===== src/rtl/rws_pkg.sv =====
package rws_pkg;

    // Field widths fixed by the item formats
    localparam int CMD_W   = 1;
    localparam int SLOT_W  = 5;
    localparam int FIT_W   = 16;
    localparam int DRAW_W  = 16;
    localparam int PICK_W  = 5;

    localparam int DEF_POP_ENTRIES = 32;

    // Command codes
    localparam logic [CMD_W-1:0] CMD_LOAD   = 1'b0;
    localparam logic [CMD_W-1:0] CMD_SELECT = 1'b1;

    typedef struct packed {
        logic [CMD_W-1:0]  cmd;
        logic [SLOT_W-1:0] slot;
        logic [FIT_W-1:0]  fitness_value;
        logic [DRAW_W-1:0] random_draw;
    } rws_in_t;

    typedef struct packed {
        logic [PICK_W-1:0] picked_slot;
        logic              total_zero;
    } rws_out_t;

    // Control part of the token that walks the cell chain
    typedef struct packed {
        logic              valid;
        logic              found;
        logic [PICK_W-1:0] pick;
    } rws_tok_t;

endpackage


===== src/rtl/rws_cell.sv =====
module rws_cell
    import rws_pkg::*;
#(
    parameter int SUM_W    = FIT_W + 5,
    parameter int LHS_W    = DRAW_W + SUM_W,
    parameter int CELL_IDX = 0
) (
    input  logic             aclk,
    input  logic             aresetn,
    input  logic             ld_en,
    input  logic [FIT_W-1:0] ld_value,
    output logic [FIT_W-1:0] fit_out,
    input  logic [LHS_W-1:0] lhs,
    input  rws_tok_t         tok_in,
    input  logic [SUM_W-1:0] prefix_in,
    output rws_tok_t         tok_out,
    output logic [SUM_W-1:0] prefix_out
);

    logic [FIT_W-1:0] fit_reg, fit_next;
    rws_tok_t         tok_reg, tok_next;
    logic [SUM_W-1:0] prefix_reg, prefix_next;
    logic [LHS_W-1:0] scaled;
    logic             hit;

    // Slot storage, cleared by reset
    always_comb begin
        fit_next = fit_reg;
        if (ld_en) begin
            fit_next = ld_value;
        end
    end

    // Prefix sum step and threshold test: lhs <= prefix * 65535
    always_comb begin
        prefix_next = prefix_in + SUM_W'(fit_reg);
        scaled      = {prefix_next, {DRAW_W{1'b0}}} - LHS_W'(prefix_next);
        hit         = (lhs <= scaled);
        tok_next    = tok_in;
        if (tok_in.valid && !tok_in.found && hit) begin
            tok_next.found = 1'b1;
            tok_next.pick  = PICK_W'(CELL_IDX);
        end
    end

    always_ff @(posedge aclk) begin
        if (!aresetn) begin
            fit_reg       <= '0;
            tok_reg.valid <= 1'b0;
        end else begin
            fit_reg       <= fit_next;
            tok_reg.valid <= tok_next.valid;
        end
        tok_reg.found <= tok_next.found;
        tok_reg.pick  <= tok_next.pick;
        prefix_reg    <= prefix_next;
    end

    assign fit_out    = fit_reg;
    assign tok_out    = tok_reg;
    assign prefix_out = prefix_reg;

endmodule


===== config.mk =====
export PLATFORM = sky130hd
export DESIGN_NAME = rws_cell
export DESIGN_NICKNAME = d
export VERILOG_FILES = /design/src/rtl/rws_pkg.sv /design/src/rtl/rws_cell.sv
export SDC_FILE = /design/constraint.sdc
export NUM_CORES = 1
export LEC_CHECK = 0
export BUFFER_PORTS_ARGS = -buffer_cell sky130_fd_sc_hd__buf_4
export CORE_MARGIN = 4
export CORE_UTILIZATION = 45
export CTS_CLUSTER_DIAMETER = 30
export DETAILED_ROUTE_END_ITERATION = 10
export PLACE_DENSITY = 0.78
export SLEW_MARGIN = 20
export SYNTH_ARGS = -nofsm -noshare
export SYNTH_HDL_FRONTEND = slang
export SYNTH_SLANG_ARGS = --single-unit

===== constraint.sdc =====
create_clock -name aclk -period 5.12 [get_ports aclk]
set_input_delay 0.256 -clock aclk [delete_from_list [all_inputs] [get_ports aclk]]
set_output_delay 0.256 -clock aclk [all_outputs]
set_load 0.02 [all_outputs]

# Word-level counts from Yosys, hierarchy flattened
# Index checks and enable logic that the tools add are counted.
[totals] word_cells=11 inputBits=84 output_inout_bits=44 ff_bits=44
[op_classes] magnitude_cmp=1 reduce_logical=3 addsub=2
[ops] operator="37-bit <= comparator" count=1
[ops] operator="37-bit by 21-bit subtractor with 37-bit output" count=1
[ops] operator="21-bit by 16-bit adder with 21-bit output" count=1
[ops] operator="1-bit logical AND" count=2
[ops] operator="1-bit logical NOT" count=1

# Longest topological paths before layout
[logic_depth] ltp_word=4 mapped_depth=29 ltp_nobuf=29

# Least setup slack after synthesis
# No wires, ideal clock.
[synth_path] kind="register to register" start="reg fit_reg[0] (netlist: fit_out[0])" end="reg tok_reg, in the netlist tok_out[0]" period_less_slack_ns=5.702 stages_incl_launch_ff=29 path_buffers=0 slack_ns=-0.582 t_arrival_ns=5.563 path_cell_list="dfxtp_1 ha_1 inv_1 fa_1 nor2b_4 o31ai_2 a211oi_1 nor3_2 a21oi_1 xnor2_1 ha_1 inv_1 nand3_1 o2111ai_1 o31ai_1 maj3_2 nor4_1 o21ai_1 xor2_1 ha_1 a21o_1 a21o_1 a21o_1 a21o_1 a21o_1 a21o_1 a21oi_1 and3_1 nor3b_1"
[synth_via] elab_chain_len=4
[synth_rtl] element="from (decl)" line_no="rws_cell.sv:20" rtl="logic [FIT_W-1:0] fit_reg, fit_next;"
[synth_rtl] element="from (signal assigned)" line_no="rws_cell.sv:51" rtl="fit_reg <= fit_next;"
[synth_rtl] element="21-bit by 16-bit adder with 21-bit output" line_no="rws_cell.sv:36" rtl="prefix_next = prefix_in + SUM_W'(fit_reg);"
[synth_rtl] element="37-bit by 21-bit subtractor with 37-bit output" line_no="rws_cell.sv:37" rtl="scaled = {prefix_next, {DRAW_W{1'b0}}} - LHS_W'(prefix_next);"
[synth_rtl] element="37-bit <= comparator" line_no="rws_cell.sv:38" rtl="hit = (lhs <= scaled);"
[synth_rtl] element="1-bit logical AND" line_no="rws_cell.sv:40" rtl="if (tok_in.valid && !tok_in.found && hit) begin"
[synth_rtl] element="to (decl)" line_no="rws_cell.sv:21" rtl="rws_tok_t tok_reg, tok_next;"
# Every way passes these cells.
# A chain may end at the register's enable or synchronous reset.

# Final worst setup path
[layout_path] start="reg fit_reg[0] (netlist: fit_out[0])" end="reg tok_reg, in the netlist tok_out[2]"
# Same word-level chain as after synthesis.

==> metrics.md <==
| Metric | Value |
|---|---|
| Status | `complete, but fails checks` |
| Failing checks | `setup timing` |
| Ys flop type | `dfxtp_1` |
| Combinational fraction of design power | `58.2%` |
| Core Region | `9730 sq um` |
| Seq/Total Area, Yosys | `19.7%` |
| Avg Cell Area, Syn | `8.51 sq um` |
| Clock Skew | `4.48 ps` |
| Detailed placer's ending HPWL | `12.2 mm` |
| Clk pwr share | `17.9%` |
| Commonest cells after routing, fill and taps aside | `buf_4 (225), ha_1 (54), dfxtp_1 (42), nor2_1 (37), a21o_1 (26)` |
| Grt met2 use | `46.1%` |
| Ys Warns | `0` |
| Clock slew at reported path FFs | `90 ps` |
| Die span in y | `108 microns` |
| Routed vias | `4,829` |
| CTS sink count | `44` |
| Setup ws final | `-216 ps` |
| CP required | `5310 ps` |
| Count of final max-slew check failures | `0` |
| CTS tree | `yes` |
| Root buffer cell | `clkbuf_8` |
| Tightest hold margin | `181 ps` |
| Met3 Resource Use GR | `3.84%` |
| Initial antenna violation count | `0` |
| Crit-path max cell delay | `370 ps` |
| LEAKAGE | `3.17 nW` |
| DR iter-0 viols | `153` |
| Pwr dens | `250 nW/um^2` |
| WHS Path Cells | `2` |
| DIE WIDTH | `108 microns` |
| CP arrival | `5530 ps` |
| CP Capture Type | `register` |
| GP Congestion | `0.952` |
| Die area | `11,600 sq um` |
| Router iterations before antenna repair | `4` |
| Fin. Hold Viols | `0` |
| Vias in the first global route | `4,973` |
| WHS Endpoint | `tok_out[0]$_SDFF_PP0_` |
| Routed Antenna Nets | `0` |
| Crit Reg-Reg Endpoint | `tok_out[2]$_SDFF_PP0_` |
| First-pass GRT wire length | `23.4 mm` |
| Synthesized netlist net count | `665` |
| Most common cell after layout, fill and taps aside | `buf_4` |
| Layout area overhead | `48.9%` |
| Synthesized area | `4460 sq um` |
| Clock Path Buffers | `2` |
| Final nets | `885` |
| Least-Margin Pin Slew | `519 ps` |
| # DRC | `0` |
| WL per Instance | `16.8 microns` |
| M1 GR Usage | `29.2%` |
| Share of cells above drive strength 1 | `41.1%` |
| Slowest CP cell | `dfxtp_4` |
| Reg2reg path depth | `26` |
| Total track usage | `25.1%` |
| Post-synthesis register bit count | `44` |
| HP Start | `tok_in[0]` |
| Worst-path maximum fanout | `5` |
| Dpl ws | `-463 ps` |
| RSZ-0062 raised after global routing | `true` |
| Sw frac | `39.7%` |
| Post-Synthesis Cells | `524` |
| CP Launch Type | `register` |
| IO buf count | `127` |
| # setup viols final | `6` |
| Peak VDD IR | `144 uV` |
| Rel. slew slack | `65.0%` |
| Crit path kind | `reg -> reg` |
| Sequential cell fraction of total power | `23.9%` |
| CTS H-tree depth | `2` |
| Largest net degree at the start of global routing | `18` |
| Worst min-delay path category | `in -> reg` |
| Netlist cell types | `76` |
| Routed wire length | `14.7 mm` |
| I/O Pins | `128` |
| Congestion Overflow GR | `0` |
| RR Startpoint | `fit_out[0]$_SDFFE_PN0P_` |
| Pint | `1.00 mW` |
| R2R setup slack | `-220 ps` |
| Cts bufs inserted | `5` |
| GR peak layer | `met2` |
| Post-synth EDFFs | `0` |
| Clk_lat worst skew | `310 ps` |
| Period utilization | `104%` |
| FMAX | `0.187 GHz` |
| Starting density of the core | `45.8%` |
| Synth async-reset ratio | `0%` |
| Vias/cell | `5.50` |
| Tmin final | `5340 ps` |
| Maxcap violations | `0` |
| Psw | `660 uW` |
| ANT cells | `0` |
| Number of cell rows | `36` |
[through the flow]
step / utilization, % / TNS [ps] / instance area [sq um] / total power, mW / cells
global placement: 63.4 / -1090 / 6170 / 1.28 / 848
global route: 68.2 / -2900 / 6640 / 1.77 / 878
finish: 68.2 / -1140 / 6640 / 1.66 / 878
detailed placement: 63.4 / -2560 / 6170 / 1.31 / 848
floorplan: - / 0 / 4520 / 0.950 / 524
CTS: 66.6 / -657 / 6480 / 1.63 / 868
[final cells by class]
type                    count  area [sq um]
multi-input cells         443          3670
fillers                   801          3090
repair buffers            227          1710
flip-flops and latches     44           886
well taps                 133           166
inverters                  23          86.3
clock buffers               6          82.6
clock inverters             2          38.8
[how the worst max path moves through the flow]
stage                             to               startpoint  cells after the start
6_report       tok_out[2]$_SDFF_PP0_  fit_out[0]$_SDFFE_PN0P_                     26
5_1_grt        tok_out[2]$_SDFF_PP0_  fit_out[0]$_SDFFE_PN0P_                     26
4_1_cts        tok_out[2]$_SDFF_PP0_  fit_out[0]$_SDFFE_PN0P_                     27
3_5_place_dp   tok_out[1]$_SDFF_PP0_             prefix_in[0]                     27
3_3_place_gp   tok_out[4]$_SDFF_PP0_             prefix_in[0]                     27
2_1_floorplan  tok_out[0]$_SDFF_PP0_  fit_out[0]$_SDFFE_PN0P_                     29
[flip-flops by register name, indices dropped and copies added (netlist names)]
| register | cells |
|---|---|
| fit_out | 16 |
| prefix_out | 21 |
| tok_out | 7 |
[power by group through the flow]
stage	combinational [mW]	sequential (mW)	clock, mW
floorplan	0.494	0.456	0
global placement	0.880	0.404	0
detailed placement	0.902	0.405	0
CTS	0.936	0.398	0.301
global route	1.06	0.402	0.315
finish	0.967	0.398	0.298
[worst max-delay path, delay by kind of cell (launching register included)]
family                   cells  cell delay [ps]
AND/OR/NAND/NOR              7             1010
XOR/XNOR                     2              160
adder cells (fa/ha/maj)      6             1700
buffers and inverters        4              410
flip-flops                   1              370
AO/OA/AOI/OAI                7             1560
[cell families (layout without fill, tap and decap cells)]
family | count (synthesis) | in the layout | synth area share (%)
simple gates | 178 | 178 | 22.6
xor+xnor | 45 | 45 | 8.84
fa+ha+maj | 59 | 59 | 16.7
buf+inv | 37 | 258 | 3.23
flops | 44 | 44 | 19.7
compound gates | 140 | 140 | 24.2
mux | 21 | 21 | 4.74
[synth_stat cells (9+ instances only)]
cell / count / area share (%)
mux2i_1: 20 / 4.5
nor3_1: 11 / 1.2
nand2_1: 25 / 2.1
xnor2_1: 28 / 5.5
a21oi_1: 26 / 2.9
clkbuf_1: 10 / 0.84
nor2_1: 37 / 3.1
a21o_1: 26 / 4.4
inv_1: 21 / 1.8
dfxtp_1: 44 / 20
xor2_1: 17 / 3.3
nand3_1: 21 / 2.4
o21ai_0: 15 / 1.7
ha_1: 56 / 16
nor2b_1: 19 / 2.7
o21a_1: 9 / 1.5
nand4_1: 11 / 1.5
o21ai_1: 9 / 1.0
[metal layers]
metal / up-vias / routed length (microns)
li1: 2376 / -
met1: 2248 / 5990
met2: 169 / 7510
met3: 36 / 766
met4: 0 / 458
met5: - / 0
[what timing repair did]
| item | CTS | global route |
|---|---|---|
| setup endpoints to repair | 6 | 6 |
| resized for setup | 19 | 15 |
| hold buffers | 0 | 0 |
| buffers inserted | 12 | 10 |
| pin swaps | 35 | 28 |
Power figures use the tool's default switching activity.
